**src/design/rtt_pkg.sv**
```systemverilog
// shared constants, command and status codes for the rectangle track table
// no dependencies
package rtt_pkg;

  localparam int TableEntriesDef = 16;
  localparam int CoordBitsDef    = 12;
  localparam int ThrBits         = 9;
  localparam int TagBits         = 16;
  localparam int ClsBits         = 8;

  localparam logic [ThrBits-1:0] MatchThrRst = 9'd128;
  localparam logic [ThrBits-1:0] MergeThrRst = 9'd179;

  localparam logic [2:0] CmdInsert  = 3'd0;
  localparam logic [2:0] CmdQuery   = 3'd1;
  localparam logic [2:0] CmdReplace = 3'd2;
  localparam logic [2:0] CmdRemove  = 3'd3;
  localparam logic [2:0] CmdClean   = 3'd4;

  localparam logic [1:0] StOk      = 2'd0;
  localparam logic [1:0] StNone    = 2'd1;
  localparam logic [1:0] StFull    = 2'd2;
  localparam logic [1:0] StBadSlot = 2'd3;

  localparam logic CfgMatch = 1'b0;
  localparam logic CfgMerge = 1'b1;

  typedef enum logic [2:0] {
    MulNone,
    MulOv,
    MulAreaA,
    MulAreaB,
    MulThr
  } mul_op_e;

endpackage

```
**src/design/rtt_arith.sv**
```systemverilog
// shared arithmetic unit: registered box intersection and one registered multiplier
// depends on rtt_pkg
module rtt_arith #(
  parameter int CoordBits = rtt_pkg::CoordBitsDef
) (
  input  logic                         clk_i,
  input  rtt_pkg::mul_op_e             op_i,
  input  logic [4*CoordBits-1:0]       a_box_i,
  input  logic [4*CoordBits-1:0]       b_box_i,
  input  logic [2*CoordBits-1:0]       area_i,
  input  logic [rtt_pkg::ThrBits-1:0]  thr_i,
  output logic [3*CoordBits:0]         prod_o
);
  import rtt_pkg::*;

  localparam int CB = CoordBits;

  logic [CB-1:0]   ax, ay, aw, ah, bx, by, bw, bh;
  logic [CB-1:0]   ow_d, oh_d, ow_q, oh_q;
  logic [CB:0]     x_lo, x_hi, y_lo, y_hi, ax2, bx2, ay2, by2;
  logic [2*CB-1:0] mul_a;
  logic [CB:0]     mul_b;
  logic [3*CB:0]   prod_q;

  assign {ax, ay, aw, ah} = a_box_i;
  assign {bx, by, bw, bh} = b_box_i;

  assign ax2  = (CB+1)'(ax) + (CB+1)'(aw);
  assign bx2  = (CB+1)'(bx) + (CB+1)'(bw);
  assign ay2  = (CB+1)'(ay) + (CB+1)'(ah);
  assign by2  = (CB+1)'(by) + (CB+1)'(bh);
  assign x_lo = (ax > bx) ? (CB+1)'(ax) : (CB+1)'(bx);
  assign y_lo = (ay > by) ? (CB+1)'(ay) : (CB+1)'(by);
  assign x_hi = (ax2 < bx2) ? ax2 : bx2;
  assign y_hi = (ay2 < by2) ? ay2 : by2;

  // empty intersection on either axis gives zero overlap
  always_comb begin
    ow_d = '0;
    oh_d = '0;
    if (x_hi > x_lo && y_hi > y_lo) begin
      ow_d = CB'(x_hi - x_lo);
      oh_d = CB'(y_hi - y_lo);
    end
  end

  always_comb begin
    mul_a = '0;
    mul_b = '0;
    case (op_i)
      MulOv: begin
        mul_a = (2*CB)'(ow_q);
        mul_b = (CB+1)'(oh_q);
      end
      MulAreaA: begin
        mul_a = (2*CB)'(aw);
        mul_b = (CB+1)'(ah);
      end
      MulAreaB: begin
        mul_a = (2*CB)'(bw);
        mul_b = (CB+1)'(bh);
      end
      MulThr: begin
        mul_a = area_i;
        mul_b = (CB+1)'(thr_i);
      end
      default: begin
        mul_a = '0;
        mul_b = '0;
      end
    endcase
  end

  always_ff @(posedge clk_i) begin
    ow_q   <= ow_d;
    oh_q   <= oh_d;
    prod_q <= (3*CB+1)'(mul_a) * (3*CB+1)'(mul_b);
  end

  assign prod_o = prod_q;

endmodule

```
**src/design/rectangle_track_table.sv**
```systemverilog
// rectangle track table top level: command sequencer, table memory, config registers
// depends on rtt_pkg and rtt_arith
//
// usage: one command word enters on the in channel (valid/ready) and gives exactly
// one result word on the out channel (valid/ready). in_ready_o is high only while
// the sequencer is idle; the block works on one command at a time.
// how each command proceeds (one shared multiplier, one table read at a time):
//   insert, bad slot, unknown command: answered at dispatch
//   query: walks the entries in order and stops at the first match
//   remove / replace: shifts every later entry down; replace then writes the new box last
//   clean: compares every ordered pair of entries, then shifts out the chosen entry
// the result sits in an output register; the next command is taken while it waits.
// when the receiver stalls, a finished command waits in its last step until the
// output register frees, and no new command is taken meanwhile.
// reset empties the table, zeroes the tag counter and loads the default
// thresholds; table contents are not cleared and no clearing pass is needed.
// cfg_we_i writes threshold cfg_index_i (0 match, 1 merge).
module rectangle_track_table #(
  parameter int TableEntries = rtt_pkg::TableEntriesDef,
  parameter int CoordBits    = rtt_pkg::CoordBitsDef
) (
  input  logic                        clk_i,
  input  logic                        rst_ni,
  input  logic                        cfg_we_i,
  input  logic                        cfg_index_i,
  input  logic [rtt_pkg::ThrBits-1:0] cfg_data_i,
  input  logic                        in_valid_i,
  output logic                        in_ready_o,
  input  logic [2:0]                  command_i,
  input  logic [11:0]                 box_x_i,
  input  logic [11:0]                 box_y_i,
  input  logic [11:0]                 box_width_i,
  input  logic [11:0]                 box_height_i,
  input  logic [7:0]                  object_class_i,
  input  logic [3:0]                  slot_i,
  output logic                        out_valid_o,
  input  logic                        out_ready_i,
  output logic [1:0]                  status_o,
  output logic [3:0]                  result_index_o,
  output logic [15:0]                 result_tag_o,
  output logic [7:0]                  result_class_o,
  output logic [4:0]                  entry_count_o
);
  import rtt_pkg::*;

  localparam int N  = TableEntries;
  localparam int CB = CoordBits;
  localparam int IW = $clog2(N);
  localparam int CW = $clog2(N + 1);
  localparam int LW = CW + 1;
  localparam int BW = 4 * CB;
  localparam int EW = BW + TagBits + ClsBits;
  localparam int PW = 3 * CB + 9;

  localparam logic [4:0] S_IDLE    = 5'd0;
  localparam logic [4:0] S_DISP    = 5'd1;
  localparam logic [4:0] S_QAREA   = 5'd2;
  localparam logic [4:0] S_C_RD    = 5'd3;
  localparam logic [4:0] S_C_LD    = 5'd4;
  localparam logic [4:0] S_C_ISECT = 5'd5;
  localparam logic [4:0] S_C_OV    = 5'd6;
  localparam logic [4:0] S_C_AB    = 5'd7;
  localparam logic [4:0] S_C_T     = 5'd8;
  localparam logic [4:0] S_C_CMP   = 5'd9;
  localparam logic [4:0] S_C_CMP2  = 5'd10;
  localparam logic [4:0] S_K_RDI   = 5'd11;
  localparam logic [4:0] S_K_LDI   = 5'd12;
  localparam logic [4:0] S_K_AI    = 5'd13;
  localparam logic [4:0] S_K_AI2   = 5'd14;
  localparam logic [4:0] S_X_RD    = 5'd15;
  localparam logic [4:0] S_X_LD    = 5'd16;
  localparam logic [4:0] S_E_RD    = 5'd17;
  localparam logic [4:0] S_E_WR    = 5'd18;
  localparam logic [4:0] S_E_END   = 5'd19;
  localparam logic [4:0] S_DONE    = 5'd20;

  // control state
  logic [4:0]         state_q, state_d;
  logic [CW-1:0]      cnt_q, cnt_d;
  logic [TagBits-1:0] tag_ctr_q, tag_ctr_d;
  logic [ThrBits-1:0] match_thr_q, merge_thr_q;
  logic               out_valid_q, out_valid_d;
  logic               found_q, found_d;

  // payload state
  logic [2:0]         cmd_q, cmd_d;
  logic [ClsBits-1:0] cls_in_q, cls_in_d;
  logic [3:0]         slot_q, slot_d;
  logic [BW-1:0]      ba_q, ba_d, bb_q, bb_d;
  logic [TagBits-1:0] bb_tag_q, bb_tag_d, sv_tag_q, sv_tag_d;
  logic [ClsBits-1:0] bb_cls_q, bb_cls_d, sv_cls_q, sv_cls_d;
  logic [2*CB-1:0]    area_a_q, area_a_d, ov_q, ov_d;
  logic               a_big_q, a_big_d;
  logic [LW-1:0]      i_q, i_d, j_q, j_d, n_q, n_d;
  logic [IW-1:0]      victim_q, victim_d;
  logic [1:0]         res_st_q, res_st_d, out_st_q, out_st_d;
  logic [3:0]         res_idx_q, res_idx_d, out_idx_q, out_idx_d;
  logic [TagBits-1:0] res_tag_q, res_tag_d, out_tag_q, out_tag_d;
  logic [ClsBits-1:0] res_cls_q, res_cls_d, out_cls_q, out_cls_d;
  logic [4:0]         out_cnt_q, out_cnt_d;

  // table memory
  logic [EW-1:0]      mem [N];
  logic [EW-1:0]      rdata_q;
  logic               mem_we;
  logic [IW-1:0]      mem_waddr, rd_addr;
  logic [EW-1:0]      mem_wdata;
  logic [BW-1:0]      rd_box;
  logic [TagBits-1:0] rd_tag;
  logic [ClsBits-1:0] rd_cls;

  // shared unit
  mul_op_e            mul_op;
  logic [2*CB-1:0]    thr_area, prod_lo;
  logic [ThrBits-1:0] thr_sel;
  logic [3*CB:0]      prod;
  logic               hit;

  logic [LW-1:0]      cnt_l, j_inc, j_nxt, i_inc, n_inc;
  logic [CW-1:0]      cnt_m1;
  logic [IW-1:0]      vic_now, vic_sel;
  logic               found_now;

  assign rd_box = rdata_q[EW-1 -: BW];
  assign rd_tag = rdata_q[ClsBits +: TagBits];
  assign rd_cls = rdata_q[ClsBits-1:0];

  assign prod_lo   = prod[2*CB-1:0];
  assign hit       = PW'({ov_q, 8'd0}) > PW'(prod);
  assign thr_sel   = (cmd_q == CmdQuery) ? match_thr_q : merge_thr_q;
  assign cnt_l     = LW'(cnt_q);
  assign cnt_m1    = cnt_q - 1'b1;
  assign j_inc     = j_q + 1'b1;
  assign j_nxt     = (j_inc == i_q) ? j_q + LW'(2) : j_inc;
  assign i_inc     = i_q + 1'b1;
  assign n_inc     = n_q + 1'b1;
  assign vic_now   = a_big_q ? i_q[IW-1:0] : j_q[IW-1:0];
  assign vic_sel   = hit ? vic_now : victim_q;
  assign found_now = found_q | hit;

  rtt_arith #(
    .CoordBits(CB)
  ) u_arith (
    .clk_i  (clk_i),
    .op_i   (mul_op),
    .a_box_i(ba_q),
    .b_box_i(bb_q),
    .area_i (thr_area),
    .thr_i  (thr_sel),
    .prod_o (prod)
  );

  always_comb begin
    state_d     = state_q;
    cnt_d       = cnt_q;
    tag_ctr_d   = tag_ctr_q;
    out_valid_d = out_valid_q & ~out_ready_i;
    found_d     = found_q;
    cmd_d       = cmd_q;
    cls_in_d    = cls_in_q;
    slot_d      = slot_q;
    ba_d        = ba_q;
    bb_d        = bb_q;
    bb_tag_d    = bb_tag_q;
    bb_cls_d    = bb_cls_q;
    sv_tag_d    = sv_tag_q;
    sv_cls_d    = sv_cls_q;
    area_a_d    = area_a_q;
    ov_d        = ov_q;
    a_big_d     = a_big_q;
    i_d         = i_q;
    j_d         = j_q;
    n_d         = n_q;
    victim_d    = victim_q;
    res_st_d    = res_st_q;
    res_idx_d   = res_idx_q;
    res_tag_d   = res_tag_q;
    res_cls_d   = res_cls_q;
    out_st_d    = out_st_q;
    out_idx_d   = out_idx_q;
    out_tag_d   = out_tag_q;
    out_cls_d   = out_cls_q;
    out_cnt_d   = out_cnt_q;
    mul_op      = MulNone;
    thr_area    = area_a_q;
    rd_addr     = '0;
    mem_we      = 1'b0;
    mem_waddr   = '0;
    mem_wdata   = '0;

    case (state_q)
      S_IDLE: begin
        if (in_valid_i) begin
          cmd_d     = command_i;
          ba_d      = {CB'(box_x_i), CB'(box_y_i), CB'(box_width_i), CB'(box_height_i)};
          cls_in_d  = object_class_i;
          slot_d    = slot_i;
          res_st_d  = StNone;
          res_idx_d = '0;
          res_tag_d = '0;
          res_cls_d = '0;
          state_d   = S_DISP;
        end
      end
      S_DISP: begin
        case (cmd_q)
          CmdInsert: begin
            if (cnt_q == CW'(N)) begin
              res_st_d = StFull;
            end else begin
              mem_we    = 1'b1;
              mem_waddr = cnt_q[IW-1:0];
              mem_wdata = {ba_q, tag_ctr_q, cls_in_q};
              res_st_d  = StOk;
              res_idx_d = 4'(cnt_q);
              res_tag_d = tag_ctr_q;
              res_cls_d = cls_in_q;
              cnt_d     = cnt_q + 1'b1;
              tag_ctr_d = tag_ctr_q + 1'b1;
            end
            state_d = S_DONE;
          end
          CmdQuery: begin
            mul_op  = MulAreaA;
            state_d = S_QAREA;
          end
          CmdReplace, CmdRemove: begin
            if ((CW+4)'(slot_q) >= (CW+4)'(cnt_q)) begin
              res_st_d = StBadSlot;
              state_d  = S_DONE;
            end else begin
              n_d      = LW'(slot_q);
              victim_d = IW'(slot_q);
              state_d  = S_X_RD;
            end
          end
          CmdClean: begin
            if (cnt_q < CW'(2)) begin
              state_d = S_DONE;
            end else begin
              i_d     = '0;
              found_d = 1'b0;
              state_d = S_K_RDI;
            end
          end
          default: begin
            state_d = S_DONE;
          end
        endcase
      end
      S_QAREA: begin
        area_a_d = prod_lo;
        j_d      = '0;
        state_d  = (cnt_q == '0) ? S_DONE : S_C_RD;
      end
      S_C_RD: begin
        rd_addr = j_q[IW-1:0];
        state_d = S_C_LD;
      end
      S_C_LD: begin
        bb_d     = rd_box;
        bb_tag_d = rd_tag;
        bb_cls_d = rd_cls;
        state_d  = S_C_ISECT;
      end
      S_C_ISECT: begin
        // intersection register settles on the new box
        state_d = S_C_OV;
      end
      S_C_OV: begin
        mul_op  = MulOv;
        state_d = S_C_AB;
      end
      S_C_AB: begin
        ov_d    = prod_lo;
        mul_op  = MulAreaB;
        state_d = S_C_T;
      end
      S_C_T: begin
        a_big_d = area_a_q > prod_lo;
        mul_op  = MulThr;
        if (cmd_q == CmdQuery) begin
          thr_area = prod_lo;
        end else begin
          thr_area = (area_a_q > prod_lo) ? area_a_q : prod_lo;
        end
        state_d = S_C_CMP;
      end
      S_C_CMP, S_C_CMP2: begin
        if (cmd_q == CmdQuery) begin
          if (hit) begin
            res_st_d  = StOk;
            res_idx_d = 4'(j_q);
            res_tag_d = bb_tag_q;
            res_cls_d = bb_cls_q;
            state_d   = S_DONE;
          end else if (state_q == S_C_CMP) begin
            // entry area failed, try the detection's own area
            mul_op   = MulThr;
            thr_area = area_a_q;
            state_d  = S_C_CMP2;
          end else if (j_inc >= cnt_l) begin
            state_d = S_DONE;
          end else begin
            j_d     = j_inc;
            state_d = S_C_RD;
          end
        end else begin
          found_d  = found_now;
          victim_d = vic_sel;
          if (j_nxt < cnt_l) begin
            j_d     = j_nxt;
            state_d = S_C_RD;
          end else if (i_inc < cnt_l) begin
            i_d     = i_inc;
            state_d = S_K_RDI;
          end else if (found_now) begin
            n_d     = LW'(vic_sel);
            state_d = S_X_RD;
          end else begin
            state_d = S_DONE;
          end
        end
      end
      S_K_RDI: begin
        rd_addr = i_q[IW-1:0];
        state_d = S_K_LDI;
      end
      S_K_LDI: begin
        ba_d    = rd_box;
        state_d = S_K_AI;
      end
      S_K_AI: begin
        mul_op  = MulAreaA;
        state_d = S_K_AI2;
      end
      S_K_AI2: begin
        area_a_d = prod_lo;
        j_d      = (i_q == '0) ? LW'(1) : '0;
        state_d  = S_C_RD;
      end
      S_X_RD: begin
        rd_addr = n_q[IW-1:0];
        state_d = S_X_LD;
      end
      S_X_LD: begin
        sv_tag_d = rd_tag;
        sv_cls_d = rd_cls;
        state_d  = S_E_RD;
      end
      S_E_RD: begin
        if (n_inc < cnt_l) begin
          rd_addr = n_inc[IW-1:0];
          state_d = S_E_WR;
        end else begin
          state_d = S_E_END;
        end
      end
      S_E_WR: begin
        mem_we    = 1'b1;
        mem_waddr = n_q[IW-1:0];
        mem_wdata = rdata_q;
        n_d       = n_inc;
        state_d   = S_E_RD;
      end
      S_E_END: begin
        res_st_d  = StOk;
        res_tag_d = sv_tag_q;
        res_cls_d = sv_cls_q;
        if (cmd_q == CmdReplace) begin
          // new box lands at the last place, keeping tag and class
          mem_we    = 1'b1;
          mem_waddr = cnt_m1[IW-1:0];
          mem_wdata = {ba_q, sv_tag_q, sv_cls_q};
          res_idx_d = 4'(cnt_m1);
        end else begin
          cnt_d     = cnt_m1;
          res_idx_d = 4'(victim_q);
        end
        state_d = S_DONE;
      end
      S_DONE: begin
        if (!out_valid_q || out_ready_i) begin
          out_valid_d = 1'b1;
          out_st_d    = res_st_q;
          out_idx_d   = res_idx_q;
          out_tag_d   = res_tag_q;
          out_cls_d   = res_cls_q;
          out_cnt_d   = 5'(cnt_q);
          state_d     = S_IDLE;
        end
      end
      default: begin
        state_d = S_IDLE;
      end
    endcase
  end

  always_ff @(posedge clk_i or negedge rst_ni) begin
    if (!rst_ni) begin
      state_q     <= S_IDLE;
      cnt_q       <= '0;
      tag_ctr_q   <= '0;
      out_valid_q <= 1'b0;
      found_q     <= 1'b0;
      match_thr_q <= MatchThrRst;
      merge_thr_q <= MergeThrRst;
    end else begin
      state_q     <= state_d;
      cnt_q       <= cnt_d;
      tag_ctr_q   <= tag_ctr_d;
      out_valid_q <= out_valid_d;
      found_q     <= found_d;
      if (cfg_we_i) begin
        if (cfg_index_i == CfgMatch) begin
          match_thr_q <= cfg_data_i;
        end else begin
          merge_thr_q <= cfg_data_i;
        end
      end
    end
  end

  always_ff @(posedge clk_i) begin
    cmd_q     <= cmd_d;
    cls_in_q  <= cls_in_d;
    slot_q    <= slot_d;
    ba_q      <= ba_d;
    bb_q      <= bb_d;
    bb_tag_q  <= bb_tag_d;
    bb_cls_q  <= bb_cls_d;
    sv_tag_q  <= sv_tag_d;
    sv_cls_q  <= sv_cls_d;
    area_a_q  <= area_a_d;
    ov_q      <= ov_d;
    a_big_q   <= a_big_d;
    i_q       <= i_d;
    j_q       <= j_d;
    n_q       <= n_d;
    victim_q  <= victim_d;
    res_st_q  <= res_st_d;
    res_idx_q <= res_idx_d;
    res_tag_q <= res_tag_d;
    res_cls_q <= res_cls_d;
    out_st_q  <= out_st_d;
    out_idx_q <= out_idx_d;
    out_tag_q <= out_tag_d;
    out_cls_q <= out_cls_d;
    out_cnt_q <= out_cnt_d;
  end

  always_ff @(posedge clk_i) begin
    if (mem_we) begin
      mem[mem_waddr] <= mem_wdata;
    end
    rdata_q <= mem[rd_addr];
  end

  assign in_ready_o     = (state_q == S_IDLE);
  assign out_valid_o    = out_valid_q;
  assign status_o       = out_st_q;
  assign result_index_o = out_idx_q;
  assign result_tag_o   = out_tag_q;
  assign result_class_o = out_cls_q;
  assign entry_count_o  = out_cnt_q;

`ifndef NO_ASSERTIONS
  a_cnt_bound: assert property (@(posedge clk_i) disable iff (!rst_ni)
    cnt_q <= CW'(N))
    else $error("entry count above table size");

  a_busy_after_accept: assert property (@(posedge clk_i) disable iff (!rst_ni)
    (in_valid_i && in_ready_o) |=> !in_ready_o)
    else $error("second word taken while busy");

  a_result_from_done: assert property (@(posedge clk_i) disable iff (!rst_ni)
    $rose(out_valid_q) |-> $past(state_q) == S_DONE)
    else $error("result word raised outside the done step");

  a_write_in_range: assert property (@(posedge clk_i) disable iff (!rst_ni)
    mem_we |-> LW'(mem_waddr) < LW'(N))
    else $error("table write beyond its depth");
`endif

endmodule

```
**config.mk**
```make
export PLATFORM = sky130hd
export DESIGN_NAME = rectangle_track_table
export DESIGN_NICKNAME = d
export VERILOG_FILES = /design/src/design/rtt_pkg.sv /design/src/design/rtt_arith.sv /design/src/design/rectangle_track_table.sv
export SDC_FILE = /design/constraint.sdc
export NUM_CORES = 2
export LEC_CHECK = 0
export BUFFER_PORTS_ARGS = -buffer_cell sky130_fd_sc_hd__buf_2
export CAP_MARGIN = 10
export CORE_MARGIN = 10
export CORE_UTILIZATION = 55
export CTS_CLUSTER_DIAMETER = 150
export DETAILED_ROUTE_END_ITERATION = 8
export GPL_TIMING_DRIVEN = 0
export PLACE_DENSITY = 0.82
export SYNTH_ARGS = -nofsm -noshare
export SYNTH_HDL_FRONTEND = slang
export SYNTH_SLANG_ARGS = --single-unit
```
**constraint.sdc**
```tcl
create_clock -name clk_i -period 23.6 [get_ports clk_i]
set_input_delay 5.9 -clock clk_i [delete_from_list [all_inputs] [get_ports clk_i]]
set_output_delay 5.9 -clock clk_i [all_outputs]
set_load 0.01 [all_outputs]
```
==> results.json <==
{
  "grt_max_degree": 47,
  "worst_path_max_delay_cell": "o21ai_0",
  "synth_enable_flop_cells": 1447,
  "postCtsSetupRepairBufs": 0,
  "power_mw": 9.459,
  "fin_setup_tns_ps": 0,
  "ir_drop_mv": 0.08821,
  "synth_fa_ha_area_share_pct": 10.15,
  "endpoint": "u_arith.prod_o[33]",
  "power_density_mw_per_mm2": 108.2,
  "dp.cells": 8232,
  "fp.dieW_um": 396.8,
  "syn_inst": 6154,
  "syn_area_mm2": 0.07809,
  "drive_gt1_share_pct": 9.240,
  "fin_crit_ps": 10010,
  "critical_path.startpoint_type": "flop",
  "cp.arrival_ps": 10720,
  "cts_made_buffers": 158,
  "path_max_fanout": 10,
  "num_rows": 138,
  "reg2reg_slack_ps": 13590,
  "die_area_mm2": 0.1574,
  "grt_remaining_overflow": 0,
  "wl_mm": 215.8,
  "synthMuxAreaShare_pct": 2.971,
  "fp.dieH_um": 396.8,
  "setup_viol": 0,
  "clkTransAtPathRegs_ps": 60,
  "leakage_nw": 33.07,
  "cts.sinks": 1625,
  "start_util_pct": 55.29,
  "first_pass_iters": 9,
  "synthArstFlopShare_pct": 2.831,
  "r2r-end": "u_arith.prod_o[33]",
  "fmax_mhz": 99.92,
  "synth_warnings": 0,
  "syn_avg_cell_area_um2": 12.69,
  "max_slew_margin_pct": -1.299,
  "rsz0062_at_grt": "no",
  "synth_top_family_by_area": "simple AND/OR/NAND/NOR gates",
  "antenna_found_initial": 8,
  "drtIter0Drc": 7117,
  "status": "complete, but fails checks",
  "violations": "DRC, slew limit",
  "syn2layout_area_growth_pct": 11.95,
  "reg2regPathDepth": 30,
  "io_pins": 115,
  "crit_type": "flop to flop",
  "fin_skew_ps": 67.35,
  "tightestPinTransition_ps": 1519,
  "dr_total_vias": 53090,
  "nFillCells": 10050,
  "place_congestion": 1.045,
  "min_path_type": "flop to flop",
  "yosys_register_bits": 1625,
  "layout_setup_ws_ps": 13590,
  "dpl_cell_area_mm2": 0.08210,
  "portBuffers": 114,
  "maxSlewViolCount": 4,
  "synth-simple-area-share_pct": 11.80,
  "core_area_mm2": 0.1412,
  "finalHoldViolations": 0,
  "required_ps": 24310,
  "hpwl_mm": 157.7,
  "grt_use_total_pct": 26.71,
  "timing.rr.start": "ov_q[20]",
  "cts_htree_levels": 4,
  "drv_cap": 0,
  "postRouteAntennaNets": 0,
  "post_drt_wl_per_cell_um": 25.31,
  "synth-main-ff-cell": "edfxtp_1",
  "ys_seq_area_share_pct": 60.51,
  "clockBufferDepth": 3,
  "post_cts_resized": 0,
  "cts_tree": "yes",
  "synth_xor_area_share_pct": 1.388,
  "stdcell_count": 8525,
  "fin_crit_sh_pct": 42.41,
  "post-route-drc-count": 5,
  "cp_slowest_stage_delay_ps": 660,
  "pre_cts_slack_ps": 13790,
  "grt_pass1_vias": 53000,
  "stdcell_area_mm2": 0.08742,
  "cp-startpoint": "ov_q[20]",
  "synth_cell_types": 85,
  "ctsHoldBuffers": 0,
  "drt-vias-per-instance": 6.228,
  "critPathCaptureType": "flop",
  "grt_pass1_wl_mm": 320.7,
  "insertion_delay_ps": 830,
  "nets": 7079,
  "synth_compound_area_share_pct": 9.688,
  "clockRootBuffer": "clkbuf_16"
}
[Yosys cell counts, drive strengths merged (18+ instances only)]
cell    number  area (um^2)
clkbuf     231        868.3
xor2        34        297.8
xnor2       87        762.0
fa         226         4524
and2       262         1639
and3       230         1439
a21oi      115        583.1
a32oi       93        814.5
a21o        51        382.9
mux2        98         1119
nor4        18        118.9
inv        373         1400
nand3       40        200.2
edfxtp    1447        43450
nand2b      21        131.4
and4        75        656.9
dfrtp       40         1001
o31ai       21        171.4
mux2i      120         1201
nand4       29        181.4
o21ai      324         1655
nor2b       23        143.9
a22oi       18        135.1
buf         90        447.9
a211oi     235         1764
a222oi      44        440.4
dfxtp      132         2643
nor3        44        225.2
nor2       189        711.9
ha         272         3403
a22o        48        420.4
nand2      928         3483
o21a        19        142.6
o21bai      18        135.1
[metal layers]
layer | vias up | GRT usage (%) | part of all wire [%]
li1 | 23160 | - | -
met1 | 25960 | 32.87 | 35
met2 | 3325 | 43.92 | 48
met3 | 645 | 5.785 | 11
met4 | 4 | 14.61 | 5.9
met5 | - | 0 | 0.010
[power by group]
part	internal [mW]	switching (mW)
registers	3.44	0.252
logic	1.24	1.97
clock network	1.44	1.11
total	6.12	3.33
[stage by stage]
step | hold WS, ps | utilization, %
global route | 431.1 | 61.89
CTS | 416.6 | 61.88
floorplan | 400.3 | -
detailed placement | 405.4 | 58.13
finish | 421.4 | 61.89
global placement | 406.2 | 57.45
[state kept, by name (all words and copies together), names as in the netlist, 9 cells and up]
signal,count
area_a_q,24
ov_q,24
u_arith.prod_o,36
res_tag_q,16
rdata_q,72
result_tag_o,16
u_arith.oh_q,12
ba_q,48
bb_q,48
sv_tag_q,16
bb_tag_q,16
merge_thr_q,9
u_arith.ow_q,12
mem,1152
match_thr_q,9
tag_ctr_q,16
[placed cells by master, fill, tap and decap left out, types with 19 or more instances in the layout]
cell and n:
mux2i_1 120, dfxtp_1 132, edfxtp_1 1447, nor2b_1 22, clkinv_1 19, and3_1 230, nand4_1 29, a211oi_1 235
o31ai_1 20, xnor2_1 87, nor3_1 42, ha_1 272, buf_2 176, xor2_1 34, fa_1 226, dfrtp_1 40
o21a_1 19, conb_1 36, a22o_1 48, a222oi_1 44, nor2_1 170, o21ai_0 304, nand3_1 40, nand2_1 928
buf_1 21, and2_1 262, inv_1 372, clkinv_2 19, and4_1 75, a21oi_1 112, clkbuf_1 269, nand2b_1 21
clkbuf_16 159, buf_12 37, a32oi_1 93, mux2_2 94, a21o_1 51
[final cells by class]
class                   count  area (um^2)  share of cell area, %
well taps                1890         2365                  2.705
clock inverters            76        942.2                  1.078
plain buffers             321         1318                  1.507
inverters                 373         1400                  1.602
multi-input cells        3869        28420                  32.51
flip-flops and latches   1625        47250                  54.05
repair buffers            155         1366                  1.563
clock buffers             215         4349                  4.975
diodes                      1        2.502               0.002863
[worst max-delay path: cells and delay by family, from the launching register on]
kind                       cells  cell delay (ps)
buffers and inverters          7             1020
AOI/OAI and AO/OA              8             3140
xor gates and xnor gates       1              170
and+or+nand+nor                7             1990
DFF                            1              390
adders and majority gates      7             3190
[worst min path at each step]
stage                  startpoint                 to  slack [ps]  depth (start not counted)
floorplan            res_cls_q[0]  result_class_o[0]         400                          0
global placement    res_tag_q[11]   result_tag_o[11]         410                          0
detailed placement   res_tag_q[0]    result_tag_o[0]         410                          0
CTS                  res_tag_q[0]    result_tag_o[0]         420                          0
global route        res_tag_q[11]   result_tag_o[11]         430                          0
finish               res_tag_q[7]    result_tag_o[7]         420                          0
[cells by family (layout without fill, tap and decap cells)]
family	after synthesis	in the layout
simple gates	1899	1899
flops	1625	1625
compound gates	1096	1096
buf+inv	694	1140
fa+ha+maj	498	498
mux	218	218
xor+xnor	122	122
other cells	2	37
Note: power is estimated with default switching activity, not from simulation.
